File: src/rtl/fsmvp_pkg.sv
// ----------------------------------------------------------------------------
// fsmvp_pkg
// Shared types and constants of the fair-share minimum-vruntime picker.
// ----------------------------------------------------------------------------
package fsmvp_pkg;

	localparam int SLOT_COUNT = 64;
	localparam int IDX_W      = (SLOT_COUNT > 1) ? $clog2(SLOT_COUNT) : 1;
	localparam int SLOT_W     = 6;
	localparam int TIME_W     = 32;
	localparam int MASK_W     = 64;
	localparam int RT_W       = 32;

	localparam logic [RT_W-1:0] RUNTIME_MAX = '1;

	// action codes on the input port
	localparam logic [1:0] ACT_CREATE = 2'd0;
	localparam logic [1:0] ACT_TICK   = 2'd1;
	localparam logic [1:0] ACT_EXIT   = 2'd2;
	localparam logic [1:0] ACT_PICK   = 2'd3;

	// classified operation handed from front to back
	typedef enum logic [2:0] {
		OP_CREATE,
		OP_TICK,
		OP_EXIT,
		OP_PICK,
		OP_NOP
	} op_t;

	typedef struct packed {
		op_t                     op;
		logic [IDX_W-1:0]        slot;
		logic [TIME_W-1:0]       ctime;
		logic [SLOT_COUNT-1:0]   mask;
	} cmd_t;

	typedef struct packed {
		logic                    picked_valid;
		logic [SLOT_W-1:0]       picked_slot;
		logic [RT_W-1:0]         floor_runtime;
	} res_t;

endpackage

File: src/rtl/fsmvp_front.sv
// ----------------------------------------------------------------------------
// fsmvp_front
// Accepts events, classifies them and queues them for the back end. The
// scan mask is prepared here: runnable slots for a pick, live slots other
// than the named one for create and exit.
// ----------------------------------------------------------------------------
module fsmvp_front
	import fsmvp_pkg::*;
(
	input  logic              clk,
	input  logic              arst_n,
	input  logic              push,
	output logic              full,
	input  logic [1:0]        action,
	input  logic [SLOT_W-1:0] slot,
	input  logic [TIME_W-1:0] create_time,
	input  logic [MASK_W-1:0] live_mask,
	input  logic [MASK_W-1:0] runnable_mask,
	output logic              cmd_avail,
	output cmd_t              cmd,
	input  logic              cmd_pop
);

	localparam logic [SLOT_W:0] SLOT_LIMIT = (SLOT_W+1)'(SLOT_COUNT);
	localparam logic [1:0]      CQ_DEPTH   = 2'd2;

	cmd_t       entry_q [2];
	logic       wr_ptr_q;
	logic       rd_ptr_q;
	logic [1:0] cnt_q;
	cmd_t       cls;
	logic       in_range;
	logic       do_push;
	logic       do_pop;

	always_comb begin
		in_range  = ({1'b0, slot} < SLOT_LIMIT);
		cls.slot  = slot[IDX_W-1:0];
		cls.ctime = create_time;
		cls.mask  = live_mask[SLOT_COUNT-1:0];
		case (action)
			ACT_CREATE: cls.op = in_range ? OP_CREATE : OP_NOP;
			ACT_TICK:   cls.op = in_range ? OP_TICK : OP_NOP;
			ACT_EXIT:   cls.op = in_range ? OP_EXIT : OP_NOP;
			default:    cls.op = OP_PICK;
		endcase
		if (cls.op == OP_PICK) begin
			cls.mask = runnable_mask[SLOT_COUNT-1:0];
		end
		// drop the named slot from the minimum search
		if (cls.op == OP_CREATE || cls.op == OP_EXIT) begin
			cls.mask[cls.slot] = 1'b0;
		end
	end

	assign full      = (cnt_q == CQ_DEPTH);
	assign cmd_avail = (cnt_q != 2'd0);
	assign cmd       = entry_q[rd_ptr_q];
	assign do_push   = push && !full;
	assign do_pop    = cmd_pop && cmd_avail;

	always_ff @(posedge clk) begin
		if (do_push) begin
			entry_q[wr_ptr_q] <= cls;
		end
	end

	always_ff @(posedge clk or negedge arst_n) begin
		if (!arst_n) begin
			wr_ptr_q <= 1'b0;
			rd_ptr_q <= 1'b0;
			cnt_q    <= 2'd0;
		end else begin
			if (do_push) begin
				wr_ptr_q <= !wr_ptr_q;
			end
			if (do_pop) begin
				rd_ptr_q <= !rd_ptr_q;
			end
			cnt_q <= cnt_q + {1'b0, do_push} - {1'b0, do_pop};
		end
	end

endmodule

File: config.mk
export PLATFORM = sky130hd
export DESIGN_NAME = fsmvp_front
export DESIGN_NICKNAME = d
export VERILOG_FILES = /design/src/rtl/fsmvp_pkg.sv /design/src/rtl/fsmvp_front.sv
export SDC_FILE = /design/constraint.sdc
export NUM_CORES = 1
export LEC_CHECK = 0
export ABC_AREA = 0
export BUFFER_PORTS_ARGS = -buffer_cell sky130_fd_sc_hd__buf_2
export CORE_MARGIN = 5
export CORE_UTILIZATION = 29
export CTS_BUF_LIST = sky130_fd_sc_hd__clkbuf_16
export CTS_CLUSTER_DIAMETER = 30
export DETAILED_ROUTE_END_ITERATION = 16
export PLACE_DENSITY = 0.59
export SETUP_SLACK_MARGIN = 0.5
export SYNTH_ARGS = -nofsm -noshare
export SYNTH_HDL_FRONTEND = slang
export SYNTH_SLANG_ARGS = --single-unit
File: constraint.sdc
create_clock -name clk -period 6.9 [get_ports clk]
set_input_delay 0.345 -clock clk [delete_from_list [all_inputs] [get_ports clk]]
set_output_delay 0.345 -clock clk [all_outputs]
set_load 0.05 [all_outputs]
==> results.toml, run 1 <==
[setup_path]
critPathLaunch = "rd_ptr_q"
crit_path_end = "cmd[53]"
r2r_slack_ps = 4490
timing.rr.start = "cnt_q[1]"
cp.required_ps = 6550
cp_max_fo = 60
end_kind = "output port"
criticalPathCategory = "reg2out"
arrival_ps = 2910
cp-start-kind = "register"
reg2reg_to = "entry_q[1][7]"
rr_worst_depth = 3

[floorplanning]
dieWidth_um = 185
core_um2 = 30400
pin_count = 279
initial_core_util = 0.292
die_h_um = 185
row_count = 64
die_area_um2 = 34200

[yosys]
netlist_instances = 509
synth-seq-cells = 212
synthesis.area_um2 = 8870
syn-num-nets = 683
synth-seq-area-share = 0.715
yosysUniqueCellTypes = 25
yosysWarningCount = 0
avgSynthCellArea_um2 = 17.4

[clock_network]
clkSinkCount = 212
clk_pin_slew_ps = 50
cts_tree = "yes"
htree_levels = 2
clk_latency_ps = 530
clockBufferDepth = 3
post-cts-setup-buffer-count = 0
cts_buffers = 49
clock-root-buffer = "clkbuf_16"

[finish]
synthToLayoutAreaGrowth_pct = 42.3
final_core_util = 0.415
finish.instance_area_um2 = 12600
nets = 1019
drive_gt1_frac = 0.538
final_cell_mix = "buf_2, edfxtp_1, mux2_2, mux2i_1, a21oi_1"
final_common_cell = "buf_2"

[pwr]
vdd_drop_max_v = 0.000187
power_leakage_nw = 5.18
powerDensity_nw_per_um2 = 496

[sta]
min_period_over_period = 0.472
setup_ws_ps = 3640
setup_viol = 0
grt_setup_unrepaired = "no"
worst_slew_pin_slew_ps = 1120
period_minus_slack_ps = 3260
maxSlewHeadroom = 0.248
fmax_mhz = 307
drv_slew = 0
finalClockSkew_ps = 16.1
tns_ps = 0
finalHoldViolations = 0

[global_route]
grt_overflow = 0
grt_start_max_net_pins = 61
grt_pass1_vias = 6033
antenna_found_initial = 1
track_usage = 0.133
grt_pass1_wl_um = 34600

[placement]
pre_cts_ws_ps = 4150
port_buffers = 277
place.gp.congestion = 0.712
dpl-instance-area_um2 = 10700
hpwl_um = 15800

[drt]
dr.pass1.iters = 4
vias = 5695
drt_iter0_markers = 172
wl_um = 23900
drc = 0
antenna_left = 0
wl_per_cell_um = 18.7
viasPerCell = 4.45

[hold_path]
min_path_type = "in2reg"
hold_depth = 1

[job]
cap_violations = 0

[outcome]
status = "finished clean"
state kept, by name, summed over array words and instances (netlist names):
name,flops
entry_q,208
cnt_q,2
rd_ptr_q,1
wr_ptr_q,1
cell type report:
class / instances / area (um2)
antenna: 1 / 2.50
fill: 2830 / 17800
clock buffer: 49 / 1230
sequential: 212 / 6350
inverter: 2 / 7.51
multi-input combinational: 268 / 2430
clock inverter: 40 / 399
timing repair buffer: 312 / 1720
tap: 396 / 495
how the worst min path moves through the flow:
stage	startpoint	endpoint	slack (ps)
after floorplan	arst_n	cnt_q[0]	50
after global placement	arst_n	cnt_q[0]	160
after detailed placement	arst_n	cnt_q[0]	160
after CTS	create_time[5]	entry_q[0][69]	0.05
after global routing	create_time[5]	entry_q[0][69]	4
final	create_time[5]	entry_q[0][69]	30
report_power, final:
part | switching [mW] | internal [mW]
Combinational | 1.55 | 0.582
Clock | 0.688 | 1.54
Sequential | 0.115 | 1.78
Total | 2.36 | 3.90
cell families after synthesis:
family,synth area share
adders and majority gates,0.00282
other,0.000423
AOI/OAI and AO/OA,0.0361
xor gates and xnor gates,0.00395
and+or+nand+nor,0.0206
DFF,0.715
buffers and inverters,0.0169
muxes,0.204
metrics by stage:
| stage | hold slack, ps | power [mW] | std cells |
|---|---|---|---|
| 6_report | 26.6 | 6.26 | 1280 |
| 5_1_grt | 4.21 | 6.51 | 1280 |
| 4_1_cts | 0.0514 | 6.36 | 1279 |
| 3_5_place_dp | 158 | 4.08 | 1163 |
| 3_3_place_gp | 158 | 4.07 | 1163 |
| 2_1_floorplan | 49.4 | 3.58 | 509 |
cell usage after synthesis:
cell type	instances	area (um2)
a21oi_1	64	320
and2_1	1	6.26
and3_1	2	12.5
and3b_1	1	8.76
buf_2	12	60.1
buf_4	7	52.6
clkbuf_1	8	30.0
conb_1	1	3.75
dfrtp_1	4	100
edfxtp_1	208	6250
ha_1	2	25.0
inv_1	2	7.51
mux2_2	104	1170
mux2i_1	64	641
nand2_1	4	15.0
nand2_2	1	6.26
nand2b_1	4	25.0
nor2_1	6	22.5
nor3_1	4	20.0
nor3_2	1	10.0
nor3b_2	3	37.5
nor4_2	1	12.5
or2_2	1	6.26
xnor2_1	3	26.3
xor2_1	1	8.76
critical path, stage by stage (launching register included):
cell	delay, ps
dfrtp_4	840
buf_4	750
mux2_2	430
buf_2	210
routing by layer:
layer / track usage / part of all wire / vias up
met2: 0.224 / 0.49 / 237
met1: 0.167 / 0.42 / 2725
li1: - / - / 2689
met4: 0.0464 / 0.023 / 0
met5: 0 / 0 / -
met3: 0.0330 / 0.074 / 44
what timing repair did:
item / CTS / global route
hold endpoints to repair: 56 / 0
resized for setup: 0 / 0
hold buffers: 27 / 0
Power figures use the tool's default switching activity.
==> run 2, diff against run 1 <==
==> constraint.sdc (replaced) <==
create_clock -name clk -period 3.22 [get_ports clk]
set_input_delay 0.161 -clock clk [delete_from_list [all_inputs] [get_ports clk]]
set_output_delay 0.161 -clock clk [all_outputs]
set_load 0.05 [all_outputs]
==> results.toml, run 2 (synthesis results as in run 1) <==
[outcome]
status = "finished clean"

[pwr]
p_seq_frac = 0.292
power_frac_comb = 0.343
power_leakage_nw = 5.29
vdd_drop_max_v = 0.000471
p_clk_frac = 0.366
powerDensity_nw_per_um2 = 1070
switchingPower_mw = 5.19
p_sw_frac = 0.377
power.internal_mw = 8.58

[global_route]
grt_pass1_vias = 6051
track_usage = 0.136
grt_pass1_wl_um = 35100
grt_start_max_net_pins = 76
antenna_found_initial = 0
grt_overflow = 0

[placement]
dpl-instance-area_um2 = 10800
port_buffers = 277
placed_cells = 1169
hpwl_um = 16800
place.gp.congestion = 0.715

[finish]
final_cell_mix = "buf_2, edfxtp_1, mux2_2, mux2i_1, a21oi_1"
synthToLayoutAreaGrowth_pct = 45.4
instances_no_fill = 1293
final_core_util = 0.424
largest_reg_flops = 208
drive_gt1_frac = 0.542
top_register = "entry_q"
nets = 1034
finish.instance_area_um2 = 12900
final_common_cell = "buf_2"
reg_top3 = "entry_q (208), cnt_q (2)"

[setup_path]
reg2reg_to = "entry_q[1][83]"
critical_path_buf_inv_count = 2
rr_worst_depth = 3
critPathMaxStageDelay_ps = 710
critical-path-top-delay-family = "flip-flops"
arrival_ps = 2320
cp_cell_sequence = "buf_4 -> mux2_2 -> buf_2"
slowest_stage = "dfrtp_4"
r2r_slack_ps = 1310
criticalPathCategory = "reg2out"
timing.rr.start = "cnt_q[1]"
cp-start-kind = "register"
critical_path_depth = 3
cp_max_fo = 31
cp.required_ps = 3060
end_kind = "output port"

[drt]
wl_um = 24400
wl_per_cell_um = 18.9
vias = 5727
antenna_left = 0
drt_iter0_markers = 238
drc = 0
viasPerCell = 4.43
dr.pass1.iters = 4

[job]
cap_violations = 0

[floorplanning]
row_count = 64
die_area_um2 = 34200
core_um2 = 30400
dieWidth_um = 185
die_h_um = 185
pin_count = 279
initial_core_util = 0.292

[sta]
grt_setup_unrepaired = "no"
maxSlewHeadroom = 0.258
setup_viol = 0
fmax_mhz = 403
finalClockSkew_ps = 27.1
min_period_over_period = 0.771
finalHoldViolations = 0
tns_ps = 0
drv_slew = 0
period_minus_slack_ps = 2480
worst_slew_pin_slew_ps = 1110

[clock_network]
clock-root-buffer = "clkbuf_16"
cts_tree = "yes"
htree_levels = 2
cts_buffers = 46
clkSinkCount = 212
clk_latency_ps = 540
clk_pin_slew_ps = 50
cts-resized-gates = 0
clockBufferDepth = 3

[hold_path]
hold_depth = 1
min_path_type = "in2reg"
worstHoldEndpoint = "entry_q[0][101]"
min_from = "slot[5]"
run 2: how the worst max path moves through the flow:
| stage | start | to | slack, ps |
|---|---|---|---|
| finish | rd_ptr_q | cmd[84] | 740 |
| floorplan | cnt_q[1] | entry_q[0][0] | 640 |
| global placement | cnt_q[1] | entry_q[1][65] | 1260 |
| detailed placement | action[0] | entry_q[1][7] | 1230 |
| CTS | rd_ptr_q | cmd[103] | 660 |
| global route | rd_ptr_q | cmd[84] | 610 |
run 2: area by class of cell:
class	instances	area (um2)
fill	2826	17500
timing repair buffer	330	1930
antenna	1	2.50
clock inverter	38	543
tap	396	495
clock buffer	46	1150
inverter	2	7.51
multi-input combinational	268	2420
sequential	212	6350
run 2: per-stage QoR:
stage / hold slack, ps / power [mW] / setup WS, ps
2_1_floorplan: -135 / 7.61 / 640
3_3_place_gp: 3.77 / 8.80 / 1260
3_5_place_dp: 2.55 / 8.81 / 1230
4_1_cts: 1.61 / 14.0 / 660
5_1_grt: 1.17 / 14.3 / 613
6_report: 21.7 / 13.8 / 737
run 2: repair_timing:
| item | CTS | global route |
|---|---|---|
| hold buffers | 39 | 0 |
| hold endpoints to repair | 77 | 0 |
| setup buffers | 0 | 0 |
run 2: layer usage:
layer	up-vias	GRT usage	part of all wire
li1	2715	-	-
met1	2769	0.163	0.40
met2	215	0.245	0.51
met3	28	0.0357	0.073
met4	0	0.0349	0.014
met5	-	0	0
run 2: power groups by stage:
stage,combinational [mW],sequential [mW],clock [mW]
final,4.72,4.02,5.04
after global routing,4.94,4.07,5.27
after CTS,4.80,4.03,5.13
after detailed placement,4.74,4.07,0
after global placement,4.74,4.06,0
after floorplan,3.64,3.96,0
