--- config.mk ---
export PLATFORM = sky130hd
export DESIGN_NAME = fsmvp_outq
export DESIGN_NICKNAME = d
export VERILOG_FILES = /design/src/rtl/fsmvp_pkg.sv /design/src/rtl/fsmvp_outq.sv
export SDC_FILE = /design/constraint.sdc
export NUM_CORES = 1
export LEC_CHECK = 0
export BUFFER_PORTS_ARGS = -buffer_cell sky130_fd_sc_hd__clkbuf_2
export CAP_MARGIN = 20
export CORE_ASPECT_RATIO = 0.5
export CORE_MARGIN = 4
export CORE_UTILIZATION = 55
export CTS_CLUSTER_DIAMETER = 120
export DETAILED_ROUTE_END_ITERATION = 8
export GPL_TIMING_DRIVEN = 1
export PLACE_DENSITY_LB_ADDON = 0.05
export SYNTH_ARGS = -nofsm -noshare
export SYNTH_HDL_FRONTEND = slang
export SYNTH_SLANG_ARGS = --single-unit
--- constraint.sdc ---
create_clock -name clk -period 5.7 [get_ports clk]
set_input_delay 0.285 -clock clk [delete_from_list [all_inputs] [get_ports clk]]
set_output_delay 0.285 -clock clk [all_outputs]
set_load 0.005 [all_outputs]
--- src/rtl/fsmvp_pkg.sv ---
// ----------------------------------------------------------------------------
// fsmvp_pkg
// Shared types and constants of the fair-share minimum-vruntime picker.
// ----------------------------------------------------------------------------
package fsmvp_pkg;

	localparam int SLOT_COUNT = 64;
	localparam int IDX_W      = (SLOT_COUNT > 1) ? $clog2(SLOT_COUNT) : 1;
	localparam int SLOT_W     = 6;
	localparam int TIME_W     = 32;
	localparam int MASK_W     = 64;
	localparam int RT_W       = 32;

	localparam logic [RT_W-1:0] RUNTIME_MAX = '1;

	// action codes on the input port
	localparam logic [1:0] ACT_CREATE = 2'd0;
	localparam logic [1:0] ACT_TICK   = 2'd1;
	localparam logic [1:0] ACT_EXIT   = 2'd2;
	localparam logic [1:0] ACT_PICK   = 2'd3;

	// classified operation handed from front to back
	typedef enum logic [2:0] {
		OP_CREATE,
		OP_TICK,
		OP_EXIT,
		OP_PICK,
		OP_NOP
	} op_t;

	typedef struct packed {
		op_t                     op;
		logic [IDX_W-1:0]        slot;
		logic [TIME_W-1:0]       ctime;
		logic [SLOT_COUNT-1:0]   mask;
	} cmd_t;

	typedef struct packed {
		logic                    picked_valid;
		logic [SLOT_W-1:0]       picked_slot;
		logic [RT_W-1:0]         floor_runtime;
	} res_t;

endpackage

--- src/rtl/fsmvp_outq.sv ---
// ----------------------------------------------------------------------------
// fsmvp_outq
// Two-entry result queue; the oldest result sits on the output ports.
// ----------------------------------------------------------------------------
module fsmvp_outq
	import fsmvp_pkg::*;
(
	input  logic clk,
	input  logic arst_n,
	input  logic res_push,
	input  res_t res_in,
	output logic res_full,
	output logic empty,
	input  logic pop,
	output res_t res_out
);

	localparam logic [1:0] RQ_DEPTH = 2'd2;

	res_t       entry_q [2];
	logic       wr_ptr_q;
	logic       rd_ptr_q;
	logic [1:0] cnt_q;
	logic       do_push;
	logic       do_pop;

	assign res_full = (cnt_q == RQ_DEPTH);
	assign empty    = (cnt_q == 2'd0);
	assign res_out  = entry_q[rd_ptr_q];
	assign do_push  = res_push && !res_full;
	assign do_pop   = pop && !empty;

	always_ff @(posedge clk) begin
		if (do_push) begin
			entry_q[wr_ptr_q] <= res_in;
		end
	end

	always_ff @(posedge clk or negedge arst_n) begin
		if (!arst_n) begin
			wr_ptr_q <= 1'b0;
			rd_ptr_q <= 1'b0;
			cnt_q    <= 2'd0;
		end else begin
			if (do_push) begin
				wr_ptr_q <= !wr_ptr_q;
			end
			if (do_pop) begin
				rd_ptr_q <= !rd_ptr_q;
			end
			cnt_q <= cnt_q + {1'b0, do_push} - {1'b0, do_pop};
		end
	end

	a_push_lands: assert property (@(posedge clk) disable iff (!arst_n)
		(do_push && !do_pop) |=> !empty)
		else $error("pushed result lost from the queue");

endmodule

==> qor.yml, run 1 <==
final_layout:
  area_delta_synth_final_pct: 23.5
  multi_input_area_um2: 541
  layout_commonest_cell: "clkbuf_2"
  fill_cells: 325
  drive_gt1_share_pct: 59.3
  ff_latch_area_um2: 2440
  antenna_cells: 0
  nets: 276
  finalNonFillerCells: 306
  final_cell_mix: "83 x clkbuf_2, 78 x edfxtp_1, 39 x mux2_2"
clocking:
  cts_buffer_depth: 2
  clk-insertion-delay-late_ps: 340
  cts-root-buf: "clkbuf_8"
  htree_levels: 3
  cts_resized: 0
  cts_num_sinks: 82
  cts_buffers: 9
  cts.hold.buffers_added: 1
  clk_pin_slew_ps: 80
  cts_tree: "built"
  cts_setup_buffers: 0
power:
  seqPwrFrac_pct: 50.1
  power.share.switching_pct: 26.8
  power_switching_uw: 489
  internal_power_mw: 1.34
  power_frac_clock_pct: 23.8
  power.leakage_nw: 1.45
  fin_total_pwr_mw: 1.83
  ir_drop_v: 0.000452
  p_per_area_nw_per_um2: 489
  pwr-share-comb_pct: 26.0
flow_run:
  drv_cap: 0
grt:
  grt.overflow.total: 0
  grt_max_degree: 41
  antenna_found_initial: 0
  grt_pass1_vias: 1712
  grt.total_usage_pct: 15.5
  grt_pass1_wl_mm: 7.77
timing:
  slew_viol_final: 0
  fmax_ghz: 0.462
  rsz0062_at_grt: "false"
  hold_ws_ps: 128
  fin_crit_ps: 2170
  period_share_pct: 38.0
  fin_tns_setup_ps: 0
  setup_violations: 0
  finClkSkew_ps: 7.61
  slew_headroom_pct: 38.7
  hold_viol: 0
  fin_ws_ps: 3530
  worst_pin_slew_ps: 920
synth:
  synth.avg_cell_area_um2: 21.8
  netlist_instances: 139
  ys_seq_area_share_pct: 80.7
  netlist_area_um2: 3030
  syn_nets: 184
  ys_warn_count: 0
  ys_ff_latch: 82
  synth_cell_type_count: 13
worst_setup_path:
  cp_max_fo: 40
  cp-end-kind: "output port"
  critPathArrivalTime_ps: 1880
  cpPeakStageDelay_ps: 970
  cp.required_ps: 5410
  crit_type: "flip-flop to output port"
  path_cells: "mux2_2 -> clkbuf_2"
  cp-start-kind: "flip-flop"
  crit_slowest_cell: "dfrtp_2"
worst_hold_path:
  hp-class: "primary input to flip-flop"
detailed_routing:
  first_pass_iters: 4
  avgViaCountPerCell: 4.91
  wirelength_mm: 4.92
  wire_per_inst_um: 16.1
  drt_iter0_markers: 36
  drc: 0
  vias: 1502
  drt.antenna.violating_nets: 0
placement:
  dp.cells: 288
  gp_congestion: 0.709
  io_buffers: 83
  pre_cts_ws_ps: 3740
  dp_hpwl_mm: 3.15
floorplanning:
  fp.dieArea_um2: 6830
  initial_utilization_pct: 59.2
  rows: 18
  fp.dieW_um: 113
  pin_count: 84
  die_h_um: 60.5
  core_um2: 5110
run_status:
  outcome: "finished, final reports clean"
## registers in the layout, summed over array words and instances (netlist names)
signal,cells
cnt_q,2
wr_ptr_q,1
rd_ptr_q,1
entry_q,78
## final cells by class
class,count,area share (%)
flip-flops and latches,82,65.4
multi-input cells,51,14.5
repair buffers,85,12.1
clock buffers,12,3.62
well taps,70,2.34
clock inverters,4,1.87
inverters,2,0.201
## stage by stage
stage / cell area [um^2] / util [%]
after floorplan: 3030 / -
after global placement: 3490 / 68.4
after detailed placement: 3490 / 68.4
after CTS: 3710 / 72.6
after global routing: 3740 / 73.1
final: 3740 / 73.1
## kinds of logic after synthesis
kind of cell,share of synthesized area (%)
xor gates and xnor gates,1.16
and+or+nand+nor,1.08
DFF,80.7
buffers and inverters,1.74
adders and majority gates,0.827
muxes,14.5
## cells in the mapped netlist
master     n  share of area (%)
nand2_1    1               0.12
nand2b_1   1               0.21
and3_1     1               0.21
mux2_2    39                 15
edfxtp_1  78                 77
xnor2_1    3               0.87
nor2b_2    1               0.29
nor2_1     2               0.25
buf_6      4                1.5
ha_1       2               0.83
inv_1      2               0.25
dfrtp_1    4                3.3
xor2_1     1               0.29
## layer usage
metal  track usage, %  up-vias  share of wire (%)
met2             26.7       52                 48
met1             17.9      716                 44
li1                 -      726                  -
met4             6.34        0                1.3
met3             6.57        8                6.5
met5                0        -                  0
## worst max-delay path: cells and delay by family, from the launching register on
family / cells / cell delay [ps]
multiplexers: 1 / 440
flip-flops: 1 / 970
buffers and inverters: 1 / 120
## worst paths after layout
| check | cells past startpoint | endpoint | startpoint | slack [ps] |
|---|---|---|---|---|
| max | 2 | res_out[37] | rd_ptr_q | 3530 |
| min | 1 | entry_q[1][34] | res_in[34] | 130 |
| max reg2reg | 2 | entry_q[1][8] | cnt_q[1] | 3960 |
| min reg2reg | 1 | cnt_q[1] | cnt_q[1] | 530 |
| max in group asynchronous | 2 | rd_ptr_q | arst_n | 5280 |
| min in group asynchronous | 2 | cnt_q[1] | arst_n | 280 |
## power groups by stage
stage | logic, mW | clock network, mW | registers [mW]
CTS | 0.471 | 0.442 | 0.920
global route | 0.526 | 0.475 | 0.935
detailed placement | 0.468 | 0 | 0.933
global placement | 0.460 | 0 | 0.926
finish | 0.475 | 0.435 | 0.916
floorplan | 0.338 | 0 | 0.872
No activity file was read; power rests on OpenSTA's default activity.
==> inputs of run 2 (changes only) <==
--- a/config.mk
+++ b/config.mk
@@ -9,7 +9,7 @@
 export CAP_MARGIN = 20
 export CORE_ASPECT_RATIO = 0.5
 export CORE_MARGIN = 4
-export CORE_UTILIZATION = 55
+export CORE_UTILIZATION = 51
 export CTS_CLUSTER_DIAMETER = 120
 export DETAILED_ROUTE_END_ITERATION = 8
 export GPL_TIMING_DRIVEN = 1
==> constraint.sdc (replaced) <==
create_clock -name clk -period 2.06 [get_ports clk]
set_input_delay 0.103 -clock clk [delete_from_list [all_inputs] [get_ports clk]]
set_output_delay 0.103 -clock clk [all_outputs]
set_load 0.005 [all_outputs]
==> run 2 against run 1 <==
  * Register-to-register slack got worse by 3500 ps
  * Cell count increased by 15%
  * Clock-buffer cell count is 3 lower
  * Critical path depth rose by 5
  * Hold slack lost 12 ps
  * Total power rose to 3.0 times the previous value
  * Via count up 9.8%
  * Wire length up 7.1%
  * Design area grew 13%
  * Global-route usage up 0.20 points
  * First-iteration DRC count rose to 2.6 times the previous value
  * Sequential cell count unchanged
==> qor.yml, run 2 (synthesized netlist as in run 1, its figures left out) <==
placement:
  dp_hpwl_mm: 3.39  # was 3.15 mm
  io_buffers: 83  # unchanged
  pre_cts_ws_ps: 458  # was 3740 ps
  dpl-instance-area_um2: 3540  # was 3490 um^2
  gp_congestion: 0.683  # was 0.709
  dp.cells: 297  # was 288
grt:
  grt.overflow.total: 0  # unchanged
  met2_usage_pct: 24.9  # was 26.7%
  grtUsageMet3_pct: 6.67  # was 6.57%
  grt_pass1_wl_mm: 8.49  # was 7.77 mm
  grt_max_degree: 24  # was 41
  grt_pass1_vias: 1799  # was 1712
  gr-max-usage-layer: "met2"  # unchanged
  grt.total_usage_pct: 15.7  # was 15.5%
  use_met1_pct: 19.5  # was 17.9%
  antenna_found_initial: 0  # unchanged
power:
  fin_total_pwr_mw: 5.43  # was 1.83 mW
  seqPwrFrac_pct: 43.9  # was 50.1%
  power_switching_mw: 1.43  # was 489 uW
  ir_drop_v: 0.000852  # was 0.000452 V
  power.leakage_nw: 1.67  # was 1.45 nW
  p_per_area_nw_per_um2: 1290  # was 489 nW/um^2
  power_frac_clock_pct: 27.6  # was 23.8%
  internal_power_mw: 4.01  # was 1.34 mW
  power.share.switching_pct: 26.3  # was 26.8%
  pwr-share-comb_pct: 28.5  # was 26.0%
timing:
  fin_tns_setup_ps: 0  # unchanged
  hold_viol: 0  # unchanged
  rsz0062_at_grt: "false"  # unchanged
  fmax_ghz: 0.620
  fin_crit_ps: 1610
  finClkSkew_ps: 7.03  # was 7.61 ps
  period_share_pct: 78.3
  fin_ws_ps: 448  # was 3530 ps
  hold_ws_ps: 116  # was 128 ps
  worst_pin_slew_ps: 333  # was 920 ps
  setup_violations: 0  # unchanged
  slew_headroom_pct: 77.8  # was 38.7%
  slew_viol_final: 0  # unchanged
final_layout:
  post-route-util_pct: 75.4  # was 73.1%
  antenna_cells: 0  # unchanged
  nets: 320  # was 276
  layout_commonest_cell: "clkbuf_2"  # unchanged
  top_register: "entry_q"  # unchanged
  final_cell_area_um2: 4230  # was 3740 um^2
  area_delta_synth_final_pct: 39.7  # was 23.5%
  largest_reg_flops: 78  # unchanged
  drive_gt1_share_pct: 51.8  # was 59.3%
  final_cell_mix: "83 x clkbuf_2, 78 x edfxtp_1, 40 x dlygate4sd3_1"  # was 83 x clkbuf_2, 78 x edfxtp_1, 39 x mux2_2
  finalNonFillerCells: 353  # was 306
  fill_cells: 332  # was 325
  reg.largest.list: "entry_q (78), cnt_q (2)"  # unchanged
worst_setup_path:
  r2r_slack_ps: 450  # was 3960 ps
  r2r_end: "cnt_q[1]"  # was entry_q[1][8]
  critPathArrivalTime_ps: 1860  # was 1880 ps
  r2r_cells: 7  # was 2
  cp-startpoint: "cnt_q[0]"  # was rd_ptr_q
  crit_slowest_cell: "dfrtp_1"  # was dfrtp_2
  path_cells: "nand2b_1 -> nand2_1 -> ha_1 -> inv_1 -> ha_1 -> xnor2_1 -> xnor2_1"  # was mux2_2 -> clkbuf_2
  cp-start-kind: "flip-flop"  # unchanged
  cp_max_fo: 3  # was 40
  cpPeakStageDelay_ps: 370  # was 970 ps
  crit_type: "flip-flop to flip-flop"  # was flip-flop to output port
  cp-end-kind: "flip-flop"  # was output port
  endpoint: "cnt_q[1]"  # was res_out[37]
  r2r-start: "cnt_q[0]"  # was cnt_q[1]
  cp.required_ps: 2310  # was 5410 ps
clocking:
  cts_buffers: 9  # unchanged
  cts_tree: "built"  # unchanged
  clk_pin_slew_ps: 60  # was 80 ps
  htree_levels: 3  # unchanged
  cts_setup_buffers: 0  # unchanged
  cts_num_sinks: 82  # unchanged
  cts-root-buf: "clkbuf_16"  # was clkbuf_8
  cts_buffer_depth: 2  # unchanged
  clk-insertion-delay-late_ps: 330  # was 340 ps
run_status:
  outcome: "finished, final reports clean"  # unchanged
detailed_routing:
  drt_iter0_markers: 93  # was 36
  drc: 0  # unchanged
  wirelength_mm: 5.27  # was 4.92 mm
  avgViaCountPerCell: 4.67  # was 4.91
  vias: 1649  # was 1502
  first_pass_iters: 5  # was 4
  wire_per_inst_um: 14.9  # was 16.1 um
  drt.antenna.violating_nets: 0  # unchanged
floorplanning:
  pin_count: 84  # unchanged
  fp.dieW_um: 117  # was 113 um
  core_um2: 5610  # was 5110 um^2
  initial_utilization_pct: 53.9  # was 59.2%
  rows: 19  # was 18
  fp.dieArea_um2: 7310  # was 6830 um^2
  die_h_um: 62.5  # was 60.5 um
flow_run:
  drv_cap: 0  # unchanged
worst_hold_path:
  hp-class: "primary input to async pin"  # was primary input to flip-flop
[run 2: cell types whose count changed in the layout (fill, tap and decap cells not counted)]
cell,delta
buf_4,+6
bufinv_16,-1
buf_16,-1
clkinv_1,+3
dlygate4sd3_1,+39
clkinv_4,+1
clkbuf_16,+9
clkbuf_1,-3
clkbuf_8,-9
[run 2: worst min-delay path by stage]
| stage | from | to | slack [ps] | depth (start not counted) |
|---|---|---|---|---|
| floorplan | arst_n | cnt_q[0] | -190 | 0 |
| global placement | arst_n | cnt_q[0] | -90 | 1 |
| detailed placement | arst_n | cnt_q[1] | -80 | 1 |
| CTS | arst_n | cnt_q[1] | 100 | 2 |
| global route | arst_n | cnt_q[0] | 130 | 2 |
| finish | arst_n | cnt_q[0] | 120 | 2 |
[run 2: final cells by class]
class	instances	area (um^2)	share of cell area (%)
well taps	73	91.3	2.16
clock inverters	7	60.1	1.42
clock buffers	9	225	5.33
multi-input cells	51	541	12.8
inverters	2	7.51	0.178
repair buffers	129	861	20.4
flip-flops and latches	82	2440	57.8
[run 2: critical path, delay by kind of cell (launching register included)]
kind | cells | cell delay [ps]
fa+ha+maj | 2 | 490
flops | 1 | 370
xor+xnor | 2 | 320
simple gates | 2 | 320
buf+inv | 1 | 40
[run 2: power groups by stage]
stage | clock [mW] | combinational (mW) | sequential (mW)
2_1_floorplan | 0 | 0.938 | 2.41
3_3_place_gp | 0 | 1.50 | 2.40
3_5_place_dp | 0 | 1.52 | 2.42
4_1_cts | 1.53 | 1.59 | 2.39
5_1_grt | 1.62 | 1.71 | 2.42
6_report | 1.50 | 1.55 | 2.38
[run 2: what timing repair did]
action,4_1_cts,5_1_grt
gates resized for setup,0,0
hold buffers,40,0
endpoints found under the hold margin,82,0
[run 2: per-layer routing]
metal  share of wire [%]  up-vias
li1                    -      813
met5                   0        -
met4                0.80        0
met3                 7.0        4
met1                  45      781
met2                  47       51
