[src/rtl/fsmvp_pkg.sv]
// ----------------------------------------------------------------------------
// fsmvp_pkg
// Shared types and constants of the fair-share minimum-vruntime picker.
// ----------------------------------------------------------------------------
package fsmvp_pkg;

	localparam int SLOT_COUNT = 64;
	localparam int IDX_W      = (SLOT_COUNT > 1) ? $clog2(SLOT_COUNT) : 1;
	localparam int SLOT_W     = 6;
	localparam int TIME_W     = 32;
	localparam int MASK_W     = 64;
	localparam int RT_W       = 32;

	localparam logic [RT_W-1:0] RUNTIME_MAX = '1;

	// action codes on the input port
	localparam logic [1:0] ACT_CREATE = 2'd0;
	localparam logic [1:0] ACT_TICK   = 2'd1;
	localparam logic [1:0] ACT_EXIT   = 2'd2;
	localparam logic [1:0] ACT_PICK   = 2'd3;

	// classified operation handed from front to back
	typedef enum logic [2:0] {
		OP_CREATE,
		OP_TICK,
		OP_EXIT,
		OP_PICK,
		OP_NOP
	} op_t;

	typedef struct packed {
		op_t                     op;
		logic [IDX_W-1:0]        slot;
		logic [TIME_W-1:0]       ctime;
		logic [SLOT_COUNT-1:0]   mask;
	} cmd_t;

	typedef struct packed {
		logic                    picked_valid;
		logic [SLOT_W-1:0]       picked_slot;
		logic [RT_W-1:0]         floor_runtime;
	} res_t;

endpackage

[src/rtl/fsmvp_back.sv]
// ----------------------------------------------------------------------------
// fsmvp_back
// Carries out one event at a time against the runtime and creation-time
// memories. Create, exit and pick sweep all slots through one comparator,
// one memory read per cycle; tick is a read followed by a write.
// ----------------------------------------------------------------------------
module fsmvp_back
	import fsmvp_pkg::*;
(
	input  logic clk,
	input  logic arst_n,
	input  logic cmd_avail,
	input  cmd_t cmd,
	output logic cmd_pop,
	input  logic res_full,
	output logic res_push,
	output res_t res
);

	localparam logic [IDX_W-1:0] LAST_IDX = IDX_W'(SLOT_COUNT - 1);

	typedef enum logic [2:0] {
		ST_IDLE,
		ST_TICK_WR,
		ST_SCAN,
		ST_DRAIN,
		ST_COMMIT,
		ST_RESULT
	} state_t;

	state_t                state_q;
	op_t                   op_q;
	logic [IDX_W-1:0]      slot_q;
	logic [SLOT_COUNT-1:0] mask_q;
	logic [RT_W-1:0]       min_q;
	logic [IDX_W-1:0]      idx_q;
	res_t                  res_q;

	logic                  best_any_q;
	logic [RT_W-1:0]       best_v_q;
	logic [TIME_W-1:0]     best_c_q;
	logic [IDX_W-1:0]      best_i_q;

	logic [RT_W-1:0]       vr_mem [SLOT_COUNT];
	logic [TIME_W-1:0]     ct_mem [SLOT_COUNT];
	logic [SLOT_COUNT-1:0] vr_vld_q;
	logic [SLOT_COUNT-1:0] ct_vld_q;

	logic [RT_W-1:0]       vr_rd_s1;
	logic [TIME_W-1:0]     ct_rd_s1;
	logic                  vr_ok_s1;
	logic                  ct_ok_s1;
	logic                  inc_s1;
	logic [IDX_W-1:0]      idx_s1;

	logic [IDX_W-1:0]      rd_addr;
	logic                  vr_we;
	logic [IDX_W-1:0]      vr_wa;
	logic [RT_W-1:0]       vr_wd;
	logic                  ct_we;
	logic [RT_W-1:0]       cur_vr;
	logic [TIME_W-1:0]     cur_ct;
	logic                  better;
	logic [RT_W-1:0]       create_min;
	logic [RT_W-1:0]       exit_min;
	logic [RT_W-1:0]       tick_vr;
	res_t                  commit_res;

	assign cmd_pop  = (state_q == ST_IDLE) && cmd_avail;
	assign res_push = (state_q == ST_RESULT) && !res_full;
	assign res      = res_q;

	// never-written entries read as zero
	assign cur_vr     = vr_ok_s1 ? vr_rd_s1 : '0;
	assign cur_ct     = ct_ok_s1 ? ct_rd_s1 : '0;
	assign create_min = best_any_q ? best_v_q : min_q;
	assign exit_min   = best_any_q ? best_v_q : '0;
	assign tick_vr    = (cur_vr == RUNTIME_MAX) ? cur_vr : cur_vr + 1'b1;
	assign better     = inc_s1 && (!best_any_q || cur_vr < best_v_q ||
		(op_q == OP_PICK && cur_vr == best_v_q && cur_ct < best_c_q));

	always_comb begin
		rd_addr = (state_q == ST_IDLE) ? cmd.slot : idx_q;
		vr_we   = 1'b0;
		vr_wa   = slot_q;
		vr_wd   = tick_vr;
		ct_we   = cmd_pop && (cmd.op == OP_CREATE);
		case (state_q)
			ST_IDLE: begin
				vr_we = cmd_pop && (cmd.op == OP_EXIT);
				vr_wa = cmd.slot;
				vr_wd = min_q;
			end
			ST_TICK_WR: begin
				vr_we = 1'b1;
			end
			ST_COMMIT: begin
				vr_we = (op_q == OP_CREATE);
				vr_wd = create_min;
			end
			default: begin
				vr_we = 1'b0;
			end
		endcase
	end

	always_comb begin
		commit_res = '{picked_valid: 1'b0, picked_slot: '0, floor_runtime: min_q};
		case (op_q)
			OP_PICK: begin
				if (best_any_q) begin
					commit_res = '{picked_valid: 1'b1,
						picked_slot: SLOT_W'(best_i_q),
						floor_runtime: best_v_q};
				end
			end
			OP_CREATE: begin
				commit_res.floor_runtime = create_min;
			end
			OP_EXIT: begin
				commit_res.floor_runtime = exit_min;
			end
			default: begin
				commit_res.floor_runtime = min_q;
			end
		endcase
	end

	always_ff @(posedge clk) begin
		if (vr_we) begin
			vr_mem[vr_wa] <= vr_wd;
		end
		if (ct_we) begin
			ct_mem[cmd.slot] <= cmd.ctime;
		end
		vr_rd_s1 <= vr_mem[rd_addr];
		ct_rd_s1 <= ct_mem[rd_addr];
		idx_s1   <= idx_q;
	end

	always_ff @(posedge clk or negedge arst_n) begin
		if (!arst_n) begin
			state_q    <= ST_IDLE;
			op_q       <= OP_NOP;
			slot_q     <= '0;
			mask_q     <= '0;
			min_q      <= '0;
			idx_q      <= '0;
			res_q      <= '0;
			best_any_q <= 1'b0;
			best_v_q   <= '0;
			best_c_q   <= '0;
			best_i_q   <= '0;
			vr_vld_q   <= '0;
			ct_vld_q   <= '0;
			vr_ok_s1   <= 1'b0;
			ct_ok_s1   <= 1'b0;
			inc_s1     <= 1'b0;
		end else begin
			vr_ok_s1 <= vr_vld_q[rd_addr];
			ct_ok_s1 <= ct_vld_q[rd_addr];
			inc_s1   <= (state_q == ST_SCAN) && mask_q[idx_q];
			if (vr_we) begin
				vr_vld_q[vr_wa] <= 1'b1;
			end
			if (ct_we) begin
				ct_vld_q[cmd.slot] <= 1'b1;
			end
			if (better) begin
				best_any_q <= 1'b1;
				best_v_q   <= cur_vr;
				best_c_q   <= cur_ct;
				best_i_q   <= idx_s1;
			end
			case (state_q)
				ST_IDLE: begin
					if (cmd_pop) begin
						op_q       <= cmd.op;
						slot_q     <= cmd.slot;
						mask_q     <= cmd.mask;
						idx_q      <= '0;
						best_any_q <= 1'b0;
						case (cmd.op)
							OP_TICK:   state_q <= ST_TICK_WR;
							OP_CREATE: state_q <= ST_SCAN;
							OP_EXIT:   state_q <= ST_SCAN;
							OP_PICK:   state_q <= ST_SCAN;
							default:   state_q <= ST_COMMIT;
						endcase
					end
				end
				ST_TICK_WR: begin
					res_q   <= '{picked_valid: 1'b0, picked_slot: '0, floor_runtime: min_q};
					state_q <= ST_RESULT;
				end
				ST_SCAN: begin
					if (idx_q == LAST_IDX) begin
						state_q <= ST_DRAIN;
					end else begin
						idx_q <= idx_q + 1'b1;
					end
				end
				ST_DRAIN: begin
					state_q <= ST_COMMIT;
				end
				ST_COMMIT: begin
					case (op_q)
						OP_PICK: begin
							if (best_any_q) begin
								min_q <= best_v_q;
							end
						end
						OP_CREATE: begin
							min_q <= create_min;
						end
						OP_EXIT: begin
							min_q <= exit_min;
						end
						default: begin
							min_q <= min_q;
						end
					endcase
					res_q   <= commit_res;
					state_q <= ST_RESULT;
				end
				ST_RESULT: begin
					if (!res_full) begin
						state_q <= ST_IDLE;
					end
				end
				default: begin
					state_q <= ST_IDLE;
				end
			endcase
		end
	end

	a_pick_only: assert property (@(posedge clk) disable iff (!arst_n)
		(state_q == ST_RESULT && res_q.picked_valid) |-> (op_q == OP_PICK))
		else $error("picked_valid set on a non-pick event");

	a_pick_runnable: assert property (@(posedge clk) disable iff (!arst_n)
		(state_q == ST_COMMIT && op_q == OP_PICK && best_any_q) |-> mask_q[best_i_q])
		else $error("chosen slot is not runnable");

	a_pick_floor: assert property (@(posedge clk) disable iff (!arst_n)
		(state_q == ST_COMMIT && op_q == OP_PICK && best_any_q) |=>
		(min_q == $past(best_v_q)))
		else $error("kept minimum not taken from the chosen slot");

endmodule

[config.mk]
export PLATFORM = sky130hd
export DESIGN_NAME = fsmvp_back
export DESIGN_NICKNAME = d
export VERILOG_FILES = /design/src/rtl/fsmvp_pkg.sv /design/src/rtl/fsmvp_back.sv
export SDC_FILE = /design/constraint.sdc
export NUM_CORES = 2
export LEC_CHECK = 0
export BUFFER_PORTS_ARGS = -buffer_cell sky130_fd_sc_hd__buf_2
export CAP_MARGIN = 5
export CORE_ASPECT_RATIO = 1.25
export CORE_UTILIZATION = 27
export CTS_BUF_LIST = sky130_fd_sc_hd__clkbuf_4
export CTS_CLUSTER_DIAMETER = 120
export CTS_CLUSTER_SIZE = 14
export DETAILED_ROUTE_END_ITERATION = 16
export GPL_TIMING_DRIVEN = 0
export PLACE_DENSITY = 0.43
export SLEW_MARGIN = 10
export SYNTH_ARGS = -nofsm -noshare
export SYNTH_HDL_FRONTEND = slang
export SYNTH_SLANG_ARGS = --single-unit
[constraint.sdc]
create_clock -name clk -period 6.5 [get_ports clk]
set_input_delay 0.975 -clock clk [delete_from_list [all_inputs] [get_ports clk]]
set_output_delay 0.975 -clock clk [all_outputs]
set_load 0.005 [all_outputs]
==> results.yml <==
pwr:
  fin_total_pwr_mw: 79.8
  peakVddDrop_v: 0.000339
  p_per_area_nw_per_um2: 394
  pwr-share-comb: 0.385
  internal_power_mw: 46.6
  netSwitchingFraction: 0.417
  power_frac_seq: 0.449
  p_clk_frac: 0.167
  power_leakage_nw: 71.0
  power_switching_mw: 33.3
clock_network:
  cts_setup_buffers: 0
  cts_made_buffers: 361
  htreeDepth: 5
  clock-sinks: 4521
  cts_tree: "built"
  path_clk_slew_ns: 0.17
  clock-root-buffer: "clkbuf_4"
  clkLatencyLatePin_ns: 1.83
  clockBufferDepth: 4
logic_synthesis:
  synthArstFlopShare: 0.0785
  syn_area_um2: 176000
  seq_area_frac_synth: 0.756
  ys_seq_elements: 4521
  synth_edf_count: 4096
  synth_nets: 12700
  yosysUniqueCellTypes: 61
  synthFlopType: "edfxtp_1"
  synthCells: 12600
  avgSynthCellArea_um2: 14.0
  ys_warn_count: 0
global_routing:
  grt_usage: 0.208
  grt_pass1_vias: 108000
  busiest_layer: "met2"
  antenna_found_initial: 68
  met1_usage: 0.255
  grt_max_degree: 95
  met3_usage: 0.0213
  grt_pass1_wl_um: 946000
  gr-usage-met2: 0.349
  grt_overflow: 0
critical_path:
  crit_type: "reg2reg"
  timing.rr.end: "vr_rd_s1[31]"
  crit_fanout: 11
  crit_arrival_ns: 8.12
  endpoint_kind: "flip-flop"
  r2r_start: "state_q[2]"
  crit_slowest_cell: "a31oi_1"
  reg2reg_slack_ns: -0.11
  startpoint: "state_q[2]"
  required_ns: 8.01
  worst_path_largest_cell_delay_ns: 0.85
  crit_path_start_kind: "flip-flop"
  cp_cell_sequence: "nor3_2 -> buf_2 -> nand2_1 -> nand2_1 -> buf_4 -> buf_2 -> clkbuf_1 -> a31oi_1 -> a31oi_1 -> nand4_1"
  rr_worst_depth: 10
timing:
  relSlewSlack: 0.0369
  fin_skew_ns: 0.198
  fmax_ghz: 0.151
  tightest_slew_ns: 1.44
  min_period_ns: 6.61
  setup_ws_ns: -0.112
  rsz0062_at_grt: "false"
  hold_violations: 0
  drv_slew: 0
  setup_viol: 3
  finalCritPeriodShare: 1.02
placed_design:
  dp_worst_setup_slack_ns: -0.847
  io_buffers: 147
  routabilityCongestion: 0.906
  hpwl_um: 502000
final_layout:
  mostFrequentLayoutCells: "edfxtp_1, nand2_1, a31oi_1, nand3_1, mux2i_1"
  nets: 13800
  fill_cells: 65100
  area_growth_pct: 15.1
  drive_above_1_share: 0.127
  layout.cells.most_common: "edfxtp_1"
detailed_routing:
  wire_per_inst_um: 31.3
  drt_iter0_markers: 11400
  final_antenna_net_count: 0
  drc_errors: 0
  firstDrtPassIters: 6
  wl_um: 703000
  routed_via_density: 4.97
  vias: 112000
die:
  die_area_um2: 656000
  coreArea_um2: 650000
  dieWidth_um: 725
  io_pins: 150
  initial_core_util: 0.271
  std_cell_rows: 331
  dieHeight_um: 905
hold_path:
  hold_path_class: "in2reg"
  hp-start: "cmd[97]"
  whs_path_depth: 4
  whs_endpoint: "slot_q[1]"
status:
  violations: "negative setup slack"
  status: "complete, but fails checks"
job:
  drv_cap: 0
-- worst max path at each step --
stage	endpoint	slack [ns]	cells past startpoint
after global placement	vr_mem[38][20]	-4.36	9
after floorplan	vr_mem[0][20]	1.17	8
after global routing	vr_rd_s1[0]	0.07	9
after detailed placement	vr_rd_s1[2]	-0.85	9
after CTS	vr_ok_s1	0.02	11
final	vr_rd_s1[31]	-0.11	10
-- synth_stat cells, types with 8 or more instances --
| master | number | area, µm² |
|---|---|---|
| nor2_1 | 185 | 694 |
| nor3_1 | 14 | 70.1 |
| dfxtp_1 | 70 | 1400 |
| nor2b_1 | 9 | 56.3 |
| inv_1 | 79 | 297 |
| a21o_1 | 9 | 67.6 |
| clkbuf_1 | 459 | 1720 |
| mux2_2 | 61 | 687 |
| o21ai_0 | 23 | 115 |
| and2_1 | 56 | 350 |
| a21oi_1 | 40 | 200 |
| nand2_1 | 3609 | 13500 |
| edfxtp_1 | 4096 | 123000 |
| dfrtp_1 | 354 | 8860 |
| or2_2 | 102 | 638 |
| buf_1 | 62 | 233 |
| nand4_1 | 84 | 526 |
| nand2b_1 | 11 | 68.8 |
| mux2i_1 | 550 | 5510 |
| and3_1 | 271 | 1700 |
| buf_2 | 240 | 1200 |
| buf_4 | 27 | 203 |
| a211oi_1 | 13 | 97.6 |
| ha_1 | 62 | 776 |
| a22o_1 | 38 | 333 |
| a32oi_1 | 528 | 4620 |
| or3_1 | 8 | 50.1 |
| xor2_1 | 13 | 114 |
| a31oi_1 | 819 | 5120 |
| nand3_1 | 557 | 2790 |
| mux4_2 | 21 | 473 |
| o21bai_1 | 23 | 173 |
| xnor2_1 | 11 | 96.3 |
-- worst max-delay path: cells and delay by family, from the launching register on --
kind	cells	cell delay, ns
buffers and inverters	4	2.46
AOI/OAI and AO/OA	2	1.07
and+or+nand+nor	4	2.09
DFF	1	0.47
-- power groups by stage --
| stage | registers [mW] | clock network (mW) | logic [mW] |
|---|---|---|---|
| 2_1_floorplan | 36.5 | 0 | 12.6 |
| 3_3_place_gp | 37.5 | 0 | 27.8 |
| 3_5_place_dp | 36.5 | 0 | 30.6 |
| 4_1_cts | 35.8 | 13.7 | 30.8 |
| 5_1_grt | 35.9 | 14.5 | 31.8 |
| 6_report | 35.8 | 13.3 | 30.7 |
-- flip-flops by register name, indices dropped and copies added (netlist names), 3 cells and up --
name,cells
idx_q,6
slot_q,6
ct_vld_q,64
best_c_q,32
vr_mem,2048
best_v_q,32
ct_rd_s1,32
min_q,32
vr_rd_s1,32
ct_mem,2048
best_i_q,6
vr_vld_q,64
op_q,3
res,39
mask_q,64
idx_s1,6
state_q,3
-- area by class of cell --
type / instances / area, µm² / area share
sequential: 4521 / 133000 / 0.657
multi-input combinational: 7174 / 41100 / 0.202
tap: 8658 / 10800 / 0.0534
timing repair buffer: 664 / 9620 / 0.0474
clock buffer: 528 / 3960 / 0.0195
buffer: 786 / 3440 / 0.0170
inverter: 80 / 300 / 0.00148
clock inverter: 22 / 218 / 0.00107
antenna: 51 / 128 / 0.000629
-- cells by family (layout without fill, tap and decap cells) --
logic type / count (synthesis) / count (layout) / share of synthesized area
AND/OR/NAND/NOR: 4939 / 4939 / 0.118
adder cells (fa/ha/maj): 62 / 62 / 0.00440
XOR/XNOR: 24 / 24 / 0.00119
buffers and inverters: 868 / 2080 / 0.0208
other: 0 / 51 / 0
AO/OA/AOI/OAI: 1517 / 1517 / 0.0620
flip-flops: 4521 / 4521 / 0.756
multiplexers: 632 / 632 / 0.0378
-- what timing repair did --
action                                  in CTS  in global routing
hold buffers                               197                  0
endpoints found under the setup margin      60                  1
gates resized for setup                     13                  2
endpoints found under the hold margin     2351                  0
cloned                                       0                  0
-- per-layer routing --
metal,share of wire,up-vias
met4,0.076,22
li1,-,48900
met2,0.48,3721
met1,0.40,58200
met3,0.047,955
met5,0.00022,-
-- stage by stage --
stage | setup TNS, ns | cell area, µm² | util | hold WS, ns | instances
after detailed placement | -15.50 | 196000 | 0.302 | 0.351 | 21700
final | -0.229 | 203000 | 0.312 | 0.155 | 22500
after global routing | 0 | 203000 | 0.312 | 0.0844 | 22500
after global placement | -9585.17 | 188000 | 0.289 | 0.355 | 21400
after CTS | 0 | 203000 | 0.312 | 0.00279 | 22400
after floorplan | 0 | 176000 | - | 0.345 | 12600
Power figures use the tool's default switching activity.
